**src/rtl/hcb_pkg.sv**
```systemverilog
// Shared types and constants for the Huffman code builder.
`default_nettype none
package hcb_pkg;
	localparam int MAX_SYMBOLS = 32;
	localparam int NODE_DEPTH  = 2 * MAX_SYMBOLS - 1;
	localparam int STACK_DEPTH = 32;
	localparam int IDX_W       = $clog2(NODE_DEPTH);
	localparam int CNT_W       = $clog2(MAX_SYMBOLS + 1);
	localparam int SP_W        = $clog2(STACK_DEPTH + 1);
	localparam int WGT_W       = 21;
	localparam int CODE_W      = 31;
	localparam int LEN_W       = 5;

	typedef enum logic [2:0] {
		S_LOAD, S_MADD, S_MINS, S_ROOT, S_FETCH, S_EXAM, S_POPRD, S_POPLD
	} hcb_state_t;

	typedef struct packed {
		logic load;
		logic madd;
		logic mins;
		logic root;
		logic fetch;
		logic emit;
		logic push;
		logic pop_rd;
		logic pop_ld;
	} hcb_cmd_t;

	typedef struct packed {
		logic cnt_ge2;
		logic is_leaf;
		logic sp_zero;
		logic out_busy;
	} hcb_stat_t;

	typedef struct packed {
		logic             leaf;
		logic [7:0]       sym;
		logic [IDX_W-1:0] c0;
		logic [IDX_W-1:0] c1;
	} hcb_node_t;

	typedef struct packed {
		logic [IDX_W-1:0]  node;
		logic [CODE_W-1:0] code;
		logic [LEN_W-1:0]  len;
	} hcb_rec_t;
endpackage
`default_nettype wire

```
**src/rtl/hcb_ctrl.sv**
```systemverilog
// Controller state machine: load, merge, and tree walk sequencing.
`default_nettype none
module hcb_ctrl import hcb_pkg::*; (
	input  wire        clk,
	input  wire        arst_n,
	input  wire        in_valid,
	input  wire        final_symbol,
	output logic       in_stall,
	input  hcb_stat_t  stat,
	output hcb_cmd_t   cmd
);
	hcb_state_t state_q, state_d;

	// Hold state register
	always_ff @(posedge clk or negedge arst_n) begin
		if (!arst_n) state_q <= S_LOAD;
		else state_q <= state_d;
	end

	// Decide next state and commands
	always_comb begin
		state_d  = state_q;
		cmd      = '0;
		in_stall = 1'b1;
		case (state_q)
			S_LOAD: begin
				in_stall = 1'b0;
				if (in_valid) begin
					cmd.load = 1'b1;
					if (final_symbol) state_d = S_MADD;
				end
			end
			S_MADD: begin
				if (stat.cnt_ge2) begin
					cmd.madd = 1'b1;
					state_d  = S_MINS;
				end else begin
					state_d = S_ROOT;
				end
			end
			S_MINS: begin
				cmd.mins = 1'b1;
				state_d  = S_MADD;
			end
			S_ROOT: begin
				cmd.root = 1'b1;
				state_d  = S_FETCH;
			end
			S_FETCH: begin
				cmd.fetch = 1'b1;
				state_d   = S_EXAM;
			end
			S_EXAM: begin
				if (stat.is_leaf) begin
					if (!stat.out_busy) begin
						cmd.emit = 1'b1;
						state_d  = stat.sp_zero ? S_LOAD : S_POPRD;
					end
				end else begin
					cmd.push = 1'b1;
					state_d  = S_FETCH;
				end
			end
			S_POPRD: begin
				cmd.pop_rd = 1'b1;
				state_d    = S_POPLD;
			end
			S_POPLD: begin
				cmd.pop_ld = 1'b1;
				state_d    = S_FETCH;
			end
			default: state_d = S_LOAD;
		endcase
	end
endmodule
`default_nettype wire

```
**config.mk**
```make
export PLATFORM = sky130hd
export DESIGN_NAME = hcb_ctrl
export DESIGN_NICKNAME = d
export VERILOG_FILES = /design/src/rtl/hcb_pkg.sv /design/src/rtl/hcb_ctrl.sv
export SDC_FILE = /design/constraint.sdc
export NUM_CORES = 1
export LEC_CHECK = 0
export BUFFER_PORTS_ARGS = -buffer_cell sky130_fd_sc_hd__buf_2
export CAP_MARGIN = 40
export CORE_AREA = 2 2 39 41
export CTS_CLUSTER_DIAMETER = 80
export CTS_CLUSTER_SIZE = 20
export DETAILED_ROUTE_END_ITERATION = 10
export DIE_AREA = 0 0 41 43
export PLACE_DENSITY = 0.42
export SETUP_SLACK_MARGIN = 0.1
export SLEW_MARGIN = 20
export SYNTH_ARGS = -nofsm -noshare
export SYNTH_HDL_FRONTEND = slang
export SYNTH_SLANG_ARGS = --single-unit
```
**constraint.sdc**
```tcl
create_clock -name clk -period 1.8 [get_ports clk]
set_clock_uncertainty 0.2 [all_clocks]
set_input_delay 0.36 -clock clk [delete_from_list [all_inputs] [get_ports clk]]
set_output_delay 0.36 -clock clk [all_outputs]
set_load 0.01 [all_outputs]
```
==> results of run 1 <==
==> metrics by stage <==
stage / utilization (%) / total power [µW] / cell area (µm²) / instances / worst slack [ps]
global route: 34.1 / 817 / 472 / 75 / -45.4
CTS: 30.6 / 663 / 423 / 73 / 15.8
finish: 34.1 / 744 / 472 / 75 / 15.6
floorplan: - / 361 / 248 / 32 / 245
global placement: 25.0 / 459 / 347 / 64 / 208
detailed placement: 25.0 / 461 / 347 / 64 / 192
==> critical path, stage by stage, from the launching register on <==
cell and delay (ps):
dfrtp_2 420, or3_4 380, nor2_2 80, buf_2 120
==> power groups by stage <==
stage                     clock network, µW  registers [µW]  logic, µW
after floorplan                           0             116        245
after detailed placement                  0             138        324
after global routing                    130             145        542
final                                   117             137        490
after CTS                               124             133        407
after global placement                    0             138        322
==> worst paths after layout <==
path                                        start                      to  slack, ps  cells past startpoint
setup / recovery           state_q[1]$_DFFE_PN0P_                  cmd[8]         20                      3
hold / removal                            stat[1]  state_q[1]$_DFFE_PN0P_        240                      3
setup reg to reg           state_q[0]$_DFFE_PN0P_  state_q[0]$_DFFE_PN0P_        340                      5
hold reg to reg            state_q[1]$_DFFE_PN0P_  state_q[1]$_DFFE_PN0P_        430                      2
max in group asynchronous                  arst_n  state_q[1]$_DFFE_PN0P_       1030                      2
min in group asynchronous                  arst_n  state_q[0]$_DFFE_PN0P_        260                      2
==> cells in the mapped netlist, drive strengths merged <==
master / instances
nor2: 5
nand2b: 2
a21oi: 1
a21boi: 1
o21a: 2
inv: 1
o22ai: 1
nand2: 4
nand3b: 1
buf: 3
nor3b: 3
dfrtp: 3
or3: 1
and3: 1
a211oi: 1
o21ai: 2
==> timing repair <==
| action | 4_1_cts | 5_1_grt |
|---|---|---|
| endpoints found under the setup margin | 6 | 9 |
| hold buffers | 1 | 0 |
| buffers inserted | 4 | 2 |
| pin swaps | 0 | 1 |
| gates resized for setup | 3 | 9 |
| endpoints found under the hold margin | 3 | 0 |
==> metal layers <==
layer | vias up | global-route usage (%)
met1 | 127 | 9.39
met3 | 0 | 3.66
met5 | - | 0
met4 | 0 | 6.00
li1 | 162 | -
met2 | 13 | 14.7
==> area by class of cell <==
| type | instances | area share (%) |
|---|---|---|
| Clock buffer | 4 | 5.57 |
| Inverter | 1 | 0.796 |
| Multi-Input combinational cell | 25 | 36.1 |
| Sequential cell | 3 | 16.4 |
| Tap cell | 16 | 4.24 |
| Timing Repair Buffer | 26 | 36.9 |
==> logic make-up (layout without fill, tap and decap cells) <==
logic type	Yosys count	after routing	share of synthesized area, %
AOI/OAI and AO/OA	8	8	20.7
buffers and inverters	4	31	10.1
and+or+nand+nor	17	17	38.9
DFF	3	3	30.3
==> impl_metrics.json, run 1 <==
{
  "status": "finished, final reports clean",
  "largest_register_ffs": 3,
  "gp_congestion": 0.630,
  "yosysSeqAreaShare_pct": 30.3,
  "syn_nets": 40,
  "p_switching_uw": 288,
  "finalSetupViolations": 0,
  "ant_nets": 0,
  "num_vias": 302,
  "fin_nets": 68,
  "yosysTopAreaCell": "dfrtp_1",
  "p_leak_uw": 0.000239,
  "regMostFlops": "state_q",
  "hold_ws_ps": 236,
  "cts_sinks": 3,
  "synthTopCellsByArea": "dfrtp_1 30%, nor3b_1 9.1%, nand2_1 6.1%",
  "vias_per_cell": 4.03,
  "pin_count": 18,
  "grt_usage_pct": 9.26,
  "worst_slew_pin_slew_ps": 229,
  "drtPass1Iterations": 4,
  "clkLatencyLatePin_ps": 230,
  "final.period_utilization_pct": 99.1,
  "wl_per_cell_um": 9.19,
  "largestRegisters": "state_q: 3 flops",
  "regArea_um2": 77.6,
  "numCtsBuffers": 3,
  "rsz0062_at_grt": "true",
  "drt_iter0_drc": 9,
  "tns_ps": 0,
  "ys_types": 18,
  "start_kind": "flip-flop",
  "dieArea_um2": 1760,
  "powerDensity_nw_per_um2": 1580,
  "dieWidth_um": 41,
  "synth_warnings": 0,
  "sw_frac_of_total_pct": 38.7,
  "grt_max_degree": 10,
  "post-route-min-period_ps": 1780,
  "wl_met1_um": 294,
  "path_max_fanout": 4,
  "multi_input_area_um2": 170,
  "area_growth_pct": 90.4,
  "antennaDiodeCount": 0,
  "cp-end-kind": "output port",
  "cts_tree": "yes",
  "htree_levels": 1,
  "synth_area_um2": 248,
  "drv_slew": 0,
  "core_area_um2": 1380,
  "p_int_uw": 456,
  "required_ps": 1240,
  "highest_layer": "met3",
  "ir_drop_mv": 0.465,
  "grt_overflow": 0,
  "drive_gt1_share_pct": 61.0,
  "synth_top_area_share_pct": 30.3,
  "critical_path_class": "flip-flop to output port",
  "pwr-share-comb_pct": 65.9,
  "drv_cap": 0,
  "wl_met2_um": 330,
  "io_buffers": 17,
  "grt_pass1_vias": 288,
  "dr_wl_met3_um": 64,
  "wl_um": 689,
  "final.fill_count": 159,
  "dieHeight_um": 43,
  "max_freq_ghz": 0.560,
  "maxSlewHeadroom_pct": 84.6,
  "min-delay-path-class": "primary input to flip-flop",
  "drc": 0,
  "dp.final_hpwl_um": 493,
  "rows": 14,
  "arrival_ps": 1220,
  "final_cell_mix": "17 x buf_2, 5 x buf_6",
  "start_util_pct": 17.9,
  "path_clk_slew_ps": 30,
  "finalHoldViolations": 0,
  "final_common_cell": "buf_2",
  "cts_root_buffer": "clkbuf_4",
  "clock_power_share_pct": 15.7,
  "syn-instance-count": 32,
  "syn_area_per_cell_um2": 7.74,
  "grt_pass1_wl_um": 1080,
  "synth_seq_cells": 3,
  "seqPwrFrac_pct": 18.4,
  "antenna_found_initial": 0,
  "cts_buffer_depth": 2
}
Note: power is estimated with default switching activity, not from simulation.
==> run 2: changes to the inputs <==
--- a/config.mk
+++ b/config.mk
@@ -5,9 +5,10 @@
 export SDC_FILE = /design/constraint.sdc
 export NUM_CORES = 1
 export LEC_CHECK = 0
-export BUFFER_PORTS_ARGS = -buffer_cell sky130_fd_sc_hd__buf_2
+export BUFFER_PORTS_ARGS = -buffer_cell sky130_fd_sc_hd__buf_4
 export CAP_MARGIN = 40
 export CORE_AREA = 2 2 39 41
+export CTS_BUF_LIST = sky130_fd_sc_hd__clkbuf_4 sky130_fd_sc_hd__clkbuf_8 sky130_fd_sc_hd__clkbuf_16
 export CTS_CLUSTER_DIAMETER = 80
 export CTS_CLUSTER_SIZE = 20
 export DETAILED_ROUTE_END_ITERATION = 10
==> impl_metrics.json, run 2 (synthesis results as in run 1) <==
{
  "status": "finished, final reports clean",
  "powerDensity_nw_per_um2": 1530,
  "cp-end-kind": "output port",
  "dieWidth_um": 41,
  "drtPass1Iterations": 3,
  "htree_levels": 1,
  "pwr-share-comb_pct": 67.2,
  "ant_nets": 0,
  "clock_power_share_pct": 16.8,
  "final.fill_count": 154,
  "path_buf_inv": 1,
  "final.period_utilization_pct": 99.3,
  "grt_max_degree": 11,
  "regArea_um2": 76.3,
  "io_buffers": 17,
  "cts_root_buffer": "clkbuf_4",
  "p_total_uw": 808,
  "dieArea_um2": 1760,
  "final_common_cell": "buf_4",
  "crit_start": "state_q[1]$_DFFE_PN0P_",
  "core_area_um2": 1380,
  "largestRegisters": "state_q: 3 flops",
  "wl_um": 778,
  "regMostFlops": "state_q",
  "path_clk_slew_ps": 30,
  "start_util_pct": 17.9,
  "area_growth_pct": 113,
  "critical_path_class": "flip-flop to output port",
  "ir_drop_mv": 0.607,
  "cts_buffer_depth": 2,
  "highest_layer": "met3",
  "wl_per_cell_um": 10.2,
  "dr_wl_met3_um": 68,
  "crit_chain": "or3_4 > nor2_4 > buf_6",
  "hold_path.startpoint": "stat[1]",
  "pin_count": 18,
  "fin_nets": 69,
  "multi_input_area_um2": 178,
  "slowest_delay_ps": 420,
  "wl_met1_um": 310,
  "rr_startpoint": "state_q[0]$_DFFE_PN0P_",
  "wl_met2_um": 399,
  "maxSlewHeadroom_pct": 87.5,
  "clkLatencyLatePin_ps": 240,
  "path_delay_family": "simple AND/OR/NAND/NOR gates",
  "p_switching_uw": 302,
  "sw_frac_of_total_pct": 37.4,
  "cts_sinks": 3,
  "drt_iter0_drc": 6,
  "grt_overflow": 0,
  "required_ps": 1240,
  "dp.final_hpwl_um": 501,
  "arrival_ps": 1230,
  "worst_path_max_delay_cell": "dfrtp_2",
  "path_max_fanout": 4,
  "rows": 14,
  "p_int_uw": 506,
  "numCtsBuffers": 3,
  "rrSetupSlack_ps": 150,
  "antennaDiodeCount": 0,
  "worst_slew_pin_slew_ps": 187,
  "largest_register_ffs": 3,
  "vias_per_cell": 4.20,
  "p_leak_uw": 0.000256,
  "grt_pass1_vias": 296,
  "final_cell_mix": "22 x buf_4, 4 x clkbuf_4, 4 x buf_6",
  "seqPwrFrac_pct": 16.0,
  "finalHoldViolations": 0,
  "rsz0062_at_grt": "true",
  "start_kind": "flip-flop",
  "final_cell_area_um2": 528,
  "cts_tree": "yes",
  "gp_congestion": 0.621,
  "drv_slew": 0,
  "num_vias": 319,
  "antenna_found_initial": 0,
  "drc": 0,
  "dieHeight_um": 43,
  "min-delay-path-class": "primary input to flip-flop",
  "post-route-min-period_ps": 1790,
  "hold_ws_ps": 222,
  "grt_pass1_wl_um": 1240,
  "finalSetupViolations": 0,
  "grt_usage_pct": 11.1,
  "dpl-instance-area_um2": 389,
  "drv_cap": 0,
  "max_freq_ghz": 0.559,
  "drive_gt1_share_pct": 63.3
}
run 2: cell types whose count changed in the layout (fill, tap and decap cells not counted), moves of 2 or more:
cell	change
nor3b_1	-2
buf_4	+19
nor3b_2	+2
buf_2	-17
run 2: per-stage QoR:
| stage | std cells | setup TNS, ps | utilization (%) | setup slack (ps) |
|---|---|---|---|---|
| global placement | 64 | 0 | 28.1 | 211 |
| detailed placement | 64 | 0 | 28.1 | 188 |
| CTS | 74 | 0 | 35.1 | 12.6 |
| finish | 76 | 0 | 38.2 | 11.7 |
| floorplan | 32 | 0 | - | 245 |
| global route | 76 | -46.1 | 38.2 | -41.4 |
run 2: cell type report:
cell class | instances | area share (%)
inverter | 1 | 0.711
sequential | 3 | 14.5
multi-input combinational | 25 | 33.6
tap | 16 | 3.79
timing repair buffer | 27 | 41.7
clock buffer | 4 | 5.69
run 2: path summary, 6_finish.rpt:
path | endpoint | cells after the start
worst max-delay path | cmd[8] | 3
worst min-delay path | state_q[1]$_DFFE_PN0P_ | 3
worst max register to register | state_q[0]$_DFFE_PN0P_ | 7
worst min register to register | state_q[1]$_DFFE_PN0P_ | 2
max in group asynchronous | state_q[1]$_DFFE_PN0P_ | 2
min in group asynchronous | state_q[0]$_DFFE_PN0P_ | 2
run 2: metal layers:
metal  vias to the layer above  track usage (%)
met4                         0             6.00
met3                         0             7.85
met2                        13             15.9
met5                         -                0
met1                       143             11.3
li1                        163                -
run 2: what timing repair did:
item,CTS,global route
hold buffers,1,0
hold endpoints to repair,3,0
pin swaps,1,0
setup buffers,5,2
resized for setup,5,7
endpoints found under the setup margin,7,8
run 2: power by group through the flow:
stage	clock network (µW)	registers, µW	logic [µW]
after global placement	0	132	365
after floorplan	0	116	245
after global routing	152	130	603
after CTS	142	126	475
after detailed placement	0	135	365
final	136	129	543
run 2: worst reg2reg max path: stages (launching register included):
cell	delay, ps
dfrtp_1	380
buf_6	150
buf_4	130
buf_4	120
buf_4	120
a211oi_1	200
a21oi_1	70
o21a_1	170
